`src/rtl/swm_pkg.sv`:
```
package swm_pkg;

  // Width of the window length register as seen on the config port
  localparam int unsigned CFG_LEN_BITS = 7;

  // Flags one cell shows its neighbors every cycle
  typedef struct packed {
    logic live;        // cell holds a window sample
    logic above;       // held value sorts after the incoming word (or cell is empty)
    logic drop;        // cell holds the oldest sample and leaves this step
    logic drop_below;  // some cell to the left leaves this step
  } cell_ctl_t;

endpackage

```
`src/rtl/swm_cell.sv`:
```
// One slot of the sorted window. Each step the slot keeps its sample, takes
// the one from its left or right neighbor, or takes the incoming word.
module swm_cell #(
  parameter int SAMPLE_BITS = 32,
  parameter int AGE_BITS    = 6
) (
  input  logic                          clk_i,
  input  logic                          rst_ni,
  input  logic                          clr_i,
  input  logic                          step_i,
  input  logic                          full_i,
  input  logic signed [SAMPLE_BITS-1:0] x_i,
  input  logic        [AGE_BITS-1:0]    age_last_i,
  input  logic                          db_i,
  input  swm_pkg::cell_ctl_t            left_ctl_i,
  input  logic signed [SAMPLE_BITS-1:0] left_val_i,
  input  logic        [AGE_BITS-1:0]    left_age_i,
  input  swm_pkg::cell_ctl_t            right_ctl_i,
  input  logic signed [SAMPLE_BITS-1:0] right_val_i,
  input  logic        [AGE_BITS-1:0]    right_age_i,
  output swm_pkg::cell_ctl_t            ctl_o,
  output logic signed [SAMPLE_BITS-1:0] val_o,
  output logic        [AGE_BITS-1:0]    age_o,
  output logic                          db_o
);

  logic                          live_q, live_d;
  logic signed [SAMPLE_BITS-1:0] val_q, val_d;
  logic        [AGE_BITS-1:0]    age_q, age_d;
  logic                          take_left, take_self, take_right;

  // Flags for the neighbors
  always_comb begin
    ctl_o.live       = live_q;
    ctl_o.above      = !live_q || (val_q > x_i);
    ctl_o.drop       = full_i && live_q && (age_q == age_last_i);
    ctl_o.drop_below = db_i;
  end

  assign db_o  = db_i | ctl_o.drop;
  assign val_o = val_q;
  assign age_o = age_q;

  // Where this slot's next sample comes from: a sample moves up one slot when
  // the new word lands below it, down one slot when the leaving one is below it
  assign take_left  = left_ctl_i.above && !left_ctl_i.drop && !left_ctl_i.drop_below;
  assign take_self  = !ctl_o.drop && (ctl_o.above == db_i);
  assign take_right = right_ctl_i.drop_below && !right_ctl_i.above && !right_ctl_i.drop;

  always_comb begin
    if (take_left) begin
      live_d = left_ctl_i.live;
      val_d  = left_val_i;
      age_d  = left_age_i + AGE_BITS'(1);
    end else if (take_self) begin
      live_d = live_q;
      val_d  = val_q;
      age_d  = age_q + AGE_BITS'(1);
    end else if (take_right) begin
      live_d = right_ctl_i.live;
      val_d  = right_val_i;
      age_d  = right_age_i + AGE_BITS'(1);
    end else begin
      live_d = 1'b1;
      val_d  = x_i;
      age_d  = '0;
    end
  end

  // Occupancy flag
  always_ff @(posedge clk_i or negedge rst_ni) begin
    if (!rst_ni) begin
      live_q <= 1'b0;
    end else if (clr_i) begin
      live_q <= 1'b0;
    end else if (step_i) begin
      live_q <= live_d;
    end
  end

  // Sample and age
  always_ff @(posedge clk_i) begin
    if (step_i) begin
      val_q <= val_d;
      age_q <= age_d;
    end
  end

endmodule

```
`config.mk`:
```
export PLATFORM = sky130hd
export DESIGN_NAME = swm_cell
export DESIGN_NICKNAME = d
export VERILOG_FILES = /design/src/rtl/swm_pkg.sv /design/src/rtl/swm_cell.sv
export SDC_FILE = /design/constraint.sdc
export NUM_CORES = 1
export LEC_CHECK = 0
export CAP_MARGIN = 25
export CELL_PAD_IN_SITES_DETAIL_PLACEMENT = 0
export CELL_PAD_IN_SITES_GLOBAL_PLACEMENT = 2
export CORE_MARGIN = 2
export CORE_UTILIZATION = 35
export CTS_CLUSTER_SIZE = 40
export DETAILED_ROUTE_END_ITERATION = 8
export DONT_BUFFER_PORTS = 1
export HOLD_SLACK_MARGIN = 0.03
export PLACE_DENSITY = 0.89
export SLEW_MARGIN = 20
export SYNTH_ARGS = -nofsm -noshare
export SYNTH_HDL_FRONTEND = slang
export SYNTH_SLANG_ARGS = --single-unit
```
`constraint.sdc`:
```
create_clock -name clk_i -period 6.3 [get_ports clk_i]
set_input_delay 0 -clock clk_i [delete_from_list [all_inputs] [get_ports clk_i]]
set_output_delay 0 -clock clk_i [all_outputs]
set_load 0.1 [all_outputs]
```
== Word-level counts from Yosys, hierarchy flattened ==
Cells that the tools add are included.

* Logic and storage cells: 40
* Register bits after elaboration: 39

* $add $sub $neg: 3
* $lt $le $gt $ge: 1
* Reduce and logical (&&, ||, !) cells: 17
* Equality and inequality tests: 4
* Muxes and demuxes: 11
* Bitwise operators: 1

{| class="wikitable"
|+ Operators with widths
! kind !! number
|-
| two-way mux 32 bit || 3
|-
| > comparator 32 bit || 1
|-
| adder 6 x 1 -> 6 bit, second input constant || 3
|-
| two-way mux 6 bit || 3
|-
| logical AND 1 bit || 7
|-
| == test 6 bit || 1
|-
| logical NOT 1 bit || 6
|-
| two-way mux 1 bit || 5
|-
| AND reduction 2 bit || 2
|-
| inequality test 3 bit, second input constant || 1
|-
| inequality test 2 bit, second input constant || 1
|-
| nonzero test 2 bit || 1
|-
| == test 1 bit || 1
|-
| logical OR 1 bit || 1
|-
| OR 1 bit || 1
|}

== Logic depth before layout (Yosys ltp) ==
* Depth in word-level cells: 8
* Depth in mapped cells: 10
* Gate-level depth less buffers: 10

== Worst setup path before layout ==
Ideal clock, no wire load.

* Path type: flip-flop to output port
* From: register val_q[31] (netlist: val_o[31])
* To: output port ctl_o[2] in the netlist's numbering
* Data required time: 6.300 ns
* Path slack: 2.533 ns
* Arrival: 3.767 ns
* Buffers on the path: 0
* Cell stages (with the launch flop): 8
* Cells stage by stage: edfxtp_1 -> ha_1 -> nand4_2 -> nor4_4 -> nand4_1 -> nor3_2 -> o31ai_2 -> a21oi_1

{| class="wikitable"
|+ RTL lines
! element !! line !! RTL
|-
| start, declared || swm_cell.sv:28 || <nowiki>logic signed [SAMPLE_BITS-1:0] val_q, val_d;</nowiki>
|-
| start signal, assigned || swm_cell.sv:84 || <nowiki>val_q <= val_d;</nowiki>
|-
| end, declared || swm_cell.sv:21 || <nowiki>output swm_pkg::cell_ctl_t ctl_o,</nowiki>
|}

== Final worst setup path ==
* From: register val_q[5] (netlist: val_o[5])
* To: register val_q[29] (netlist: val_o[29]), enable pin

* Cells in the longest elaborated chain, start to end: 6

{| class="wikitable"
|+ RTL lines
! element !! line !! RTL
|-
| > comparator 32 bit || swm_cell.sv:35 || <nowiki>ctl_o.above = !live_q || (val_q > x_i);</nowiki>
|-
| logical OR 1 bit || swm_cell.sv:35 ||
|-
| == test 1 bit || swm_cell.sv:47 || <nowiki>assign take_self = !ctl_o.drop && (ctl_o.above == db_i);</nowiki>
|-
| logical AND 1 bit || swm_cell.sv:47 ||
|-
| inequality test 2 bit (no line) || - ||
|-
| AND reduction 2 bit (no line) || - ||
|}

Every way passes these cells.
A chain may end at the register's enable or synchronous reset.

==> results.tsv <==
metric	value	unit
Placed Cells incl. Taps	489	
total die area	10150	sq um
sum of net half-perimeters after detailed placement	6944	um
cell type with the largest total area after synthesis	sky130_fd_sc_hd__edfxtp_1	
via count of the first global-routing pass	2879	
Yosys top cell area share	34.84	%
worst ir drop on vdd	0.09515	mV
antenna diode count	0	
die height	100.7	um
routed wire length	9025	um
Worst Path Class, Setup	register to register	
Placement Setup Slack	2083	ps
max frequency	0.2392	GHz
DRC violations left	0	
initial DRC count	77	
total number of vias	3009	
CP Data Arrival Time	4210	ps
final cell count without fillers	565	
endpoint of the lowest-slack register-to-register path	val_o[29]$_DFFE_PP_	
TritonCTS clock tree	done	
final critical-path share of the clock period	66.37	%
critical path capture point type	register	
slew at the pin closest to its max-slew limit	1068	ps
post-DR wirelength/cell	15.97	um
final number of hold-violating endpoints	0	
I/O pin count	171	
FF+latch area	1166	sq um
P_leak	1.673	nW
launch instance of the worst register-to-register path	val_o[5]$_DFFE_PP_	
clock sinks	39	
number of instances in the synthesized netlist	390	
total global routing track utilization	17.42	%
post-synthesis average cell area	8.399	sq um
final clock skew	13.94	ps
Synth Warn #	0	
number of flops mapped to enable cells by yosys	38	
remaining global-route overflow	0	
final critical-path required period	4181	ps
setup bufs post-CTS	0	
most frequent cell after synthesis	sky130_fd_sc_hd__nand2_1	
master cell of the clock root buffer	sky130_fd_sc_hd__clkbuf_8	
initial core utilization	35.79	%
utilization after layout	45.66	%
layout overhead on the synthesized area	27.58	%
H-tree depth	2	
Net count, final	616	
pin count of the biggest net entering global routing	71	
relative slew slack	28.81	%
first-pass iteration count of the detailed router	4	
final total power	0.8630	mW
core area	9153	sq um
port bufs	0	
critical path launch point type	register	
cell depth of the worst hold path	2	
leading register cell type out of synthesis	sky130_fd_sc_hd__edfxtp_1	
end point of the most critical hold path	val_o[20]$_DFFE_PP_	
sequential cell area fraction in the yosys report	35.60	%
clock-pin slew reported for the worst setup and hold paths after clock tree synthesis	90	ps
Rows	35	
main area contributors after synthesis	sky130_fd_sc_hd__edfxtp_1, sky130_fd_sc_hd__ha_1, sky130_fd_sc_hd__a21oi_1	
proportion of layout cells with a drive suffix above 1	7.048	%
hold bufs inserted after CTS	67	
Post-Syn Nets	553	
number of distinct standard cells referenced by the synthesized netlist	55	
Hold Worst Slack	27.51	ps
post-layout instance area	4179	sq um
wire length of the first global-routing pass	14060	um
share of async-settable or async-resettable flops after synthesis	2.564	%
total power density per cell area	206.5	nW/um^2
number of slew-limit violations in the final report	0	
global placement routability congestion	0.7773	
critical path peak fanout	17	
area of the multi-input gates	1908	sq um
synthesis-stage register bit count	39	
worst skew pair latency	290	ps
Via density	5.326	
Final setup violation count	0	
worst min-delay path startpoint	right_val_i[20]	
Placement Cell Area	3413	sq um
class of the worst hold path	primary input to register	
max capacitance violation total	0	
count of cells along the worst register-to-register path	10	
horizontal extent of the die	100.7	um
final setup TNS	0	ps
flop2flop setup slack	2120	ps
antenna violations before repair	0	
Longest Clk Path Bufs	2	
Gates resized, CTS repair	0	
most frequent cells after synthesis	sky130_fd_sc_hd__nand2_1, sky130_fd_sc_hd__a21oi_1, sky130_fd_sc_hd__nor2_1	
summed instance area of the synthesized netlist	3276	sq um
critical path required time	6330	ps
unrepaired setup endpoints after global routing	no	
fillers	908	
Worst Setup Slack, final	2119	ps
TritonCTS Buffers	5	
outcome	finished, final reports clean	
antenna-violating nets left	0	
[cells in the final DEF (no fill, tap or decap), types with 2 or more instances in the layout]
cell	synthesis	routed
sky130_fd_sc_hd__a211o_1	2	2
sky130_fd_sc_hd__a211oi_1	2	2
sky130_fd_sc_hd__a211oi_2	2	2
sky130_fd_sc_hd__a21oi_1	46	45
sky130_fd_sc_hd__a31oi_1	3	3
sky130_fd_sc_hd__buf_4	2	3
sky130_fd_sc_hd__clkbuf_8	0	5
sky130_fd_sc_hd__dlygate4sd3_1	0	68
sky130_fd_sc_hd__edfxtp_1	38	38
sky130_fd_sc_hd__ha_1	35	35
sky130_fd_sc_hd__inv_1	37	37
sky130_fd_sc_hd__nand2_1	51	51
sky130_fd_sc_hd__nand3_1	9	9
sky130_fd_sc_hd__nand4_1	11	11
sky130_fd_sc_hd__nand4_2	2	2
sky130_fd_sc_hd__nor2_1	40	40
sky130_fd_sc_hd__nor3_1	3	3
sky130_fd_sc_hd__o21ai_0	38	38
sky130_fd_sc_hd__o31a_1	2	2
sky130_fd_sc_hd__o31a_2	2	2
sky130_fd_sc_hd__xnor2_1	12	12
sky130_fd_sc_hd__xor2_1	6	6
[layer usage]
metal / vias to the layer above / GRT usage [%] / wire length, um
met3: 6 / 4.854 / 764
met4: 0 / 2.845 / 61
met5: - / 0 / 0
li1: 1508 / - / -
met2: 113 / 30.46 / 4340
met1: 1382 / 21.74 / 3858
[worst max-delay path by stage]
stage                   startpoint                  end  slack (ps)  depth (start not counted)
2_1_floorplan  val_o[31]$_DFFE_PP_             ctl_o[2]        2530                          7
3_3_place_gp    val_o[5]$_DFFE_PP_  val_o[29]$_DFFE_PP_        2200                         10
3_5_place_dp   val_o[30]$_DFFE_PP_  val_o[30]$_DFFE_PP_        2080                         10
4_1_cts        val_o[30]$_DFFE_PP_  val_o[29]$_DFFE_PP_        2060                         10
5_1_grt        val_o[31]$_DFFE_PP_  val_o[29]$_DFFE_PP_        1830                         10
6_report        val_o[5]$_DFFE_PP_  val_o[29]$_DFFE_PP_        2120                         10
[flip-flops by register name, indices dropped and copies added, names as in the netlist]
register and cells:
live_q 1, age_o 6, val_o 32
[cells by family (layout without fill, tap and decap cells)]
kind of cell	Yosys count	after routing	share of synthesized area (%)
XOR/XNOR	18	18	4.813
buffers and inverters	56	120	6.684
flip-flops	39	39	35.60
AND/OR/NAND/NOR	131	131	19.10
adder cells (fa/ha/maj)	35	35	13.37
multiplexers	2	2	0.7638
AO/OA/AOI/OAI	109	109	19.67
[layout make-up]
class | count | area share (%)
sequential | 39 | 27.90
clock inverter | 2 | 0.2994
inverter | 39 | 3.503
timing repair buffer | 73 | 17.57
tap | 111 | 3.323
multi-input combinational | 295 | 45.66
clock buffer | 6 | 1.737
[worst max-delay path, cell delays in order (launching register included)]
cell and delay (ps):
sky130_fd_sc_hd__edfxtp_1 970, sky130_fd_sc_hd__ha_1 390, sky130_fd_sc_hd__a21oi_1 160, sky130_fd_sc_hd__o21ai_1 80, sky130_fd_sc_hd__a221oi_1 390, sky130_fd_sc_hd__nor3_2 110, sky130_fd_sc_hd__o31ai_2 490, sky130_fd_sc_hd__a211oi_1 170
sky130_fd_sc_hd__o41ai_2 390, sky130_fd_sc_hd__inv_1 400, sky130_fd_sc_hd__buf_4 340
[power by group]
part,switching (mW),leakage (nW),total [mW],internal [mW]
logic,0.113,1.25,0.217,0.104
clock network,0.0917,0.0412,0.169,0.0775
registers,0.162,0.377,0.477,0.315
total,0.366,1.67,0.863,0.497
Note: power is estimated with default switching activity, not from simulation.
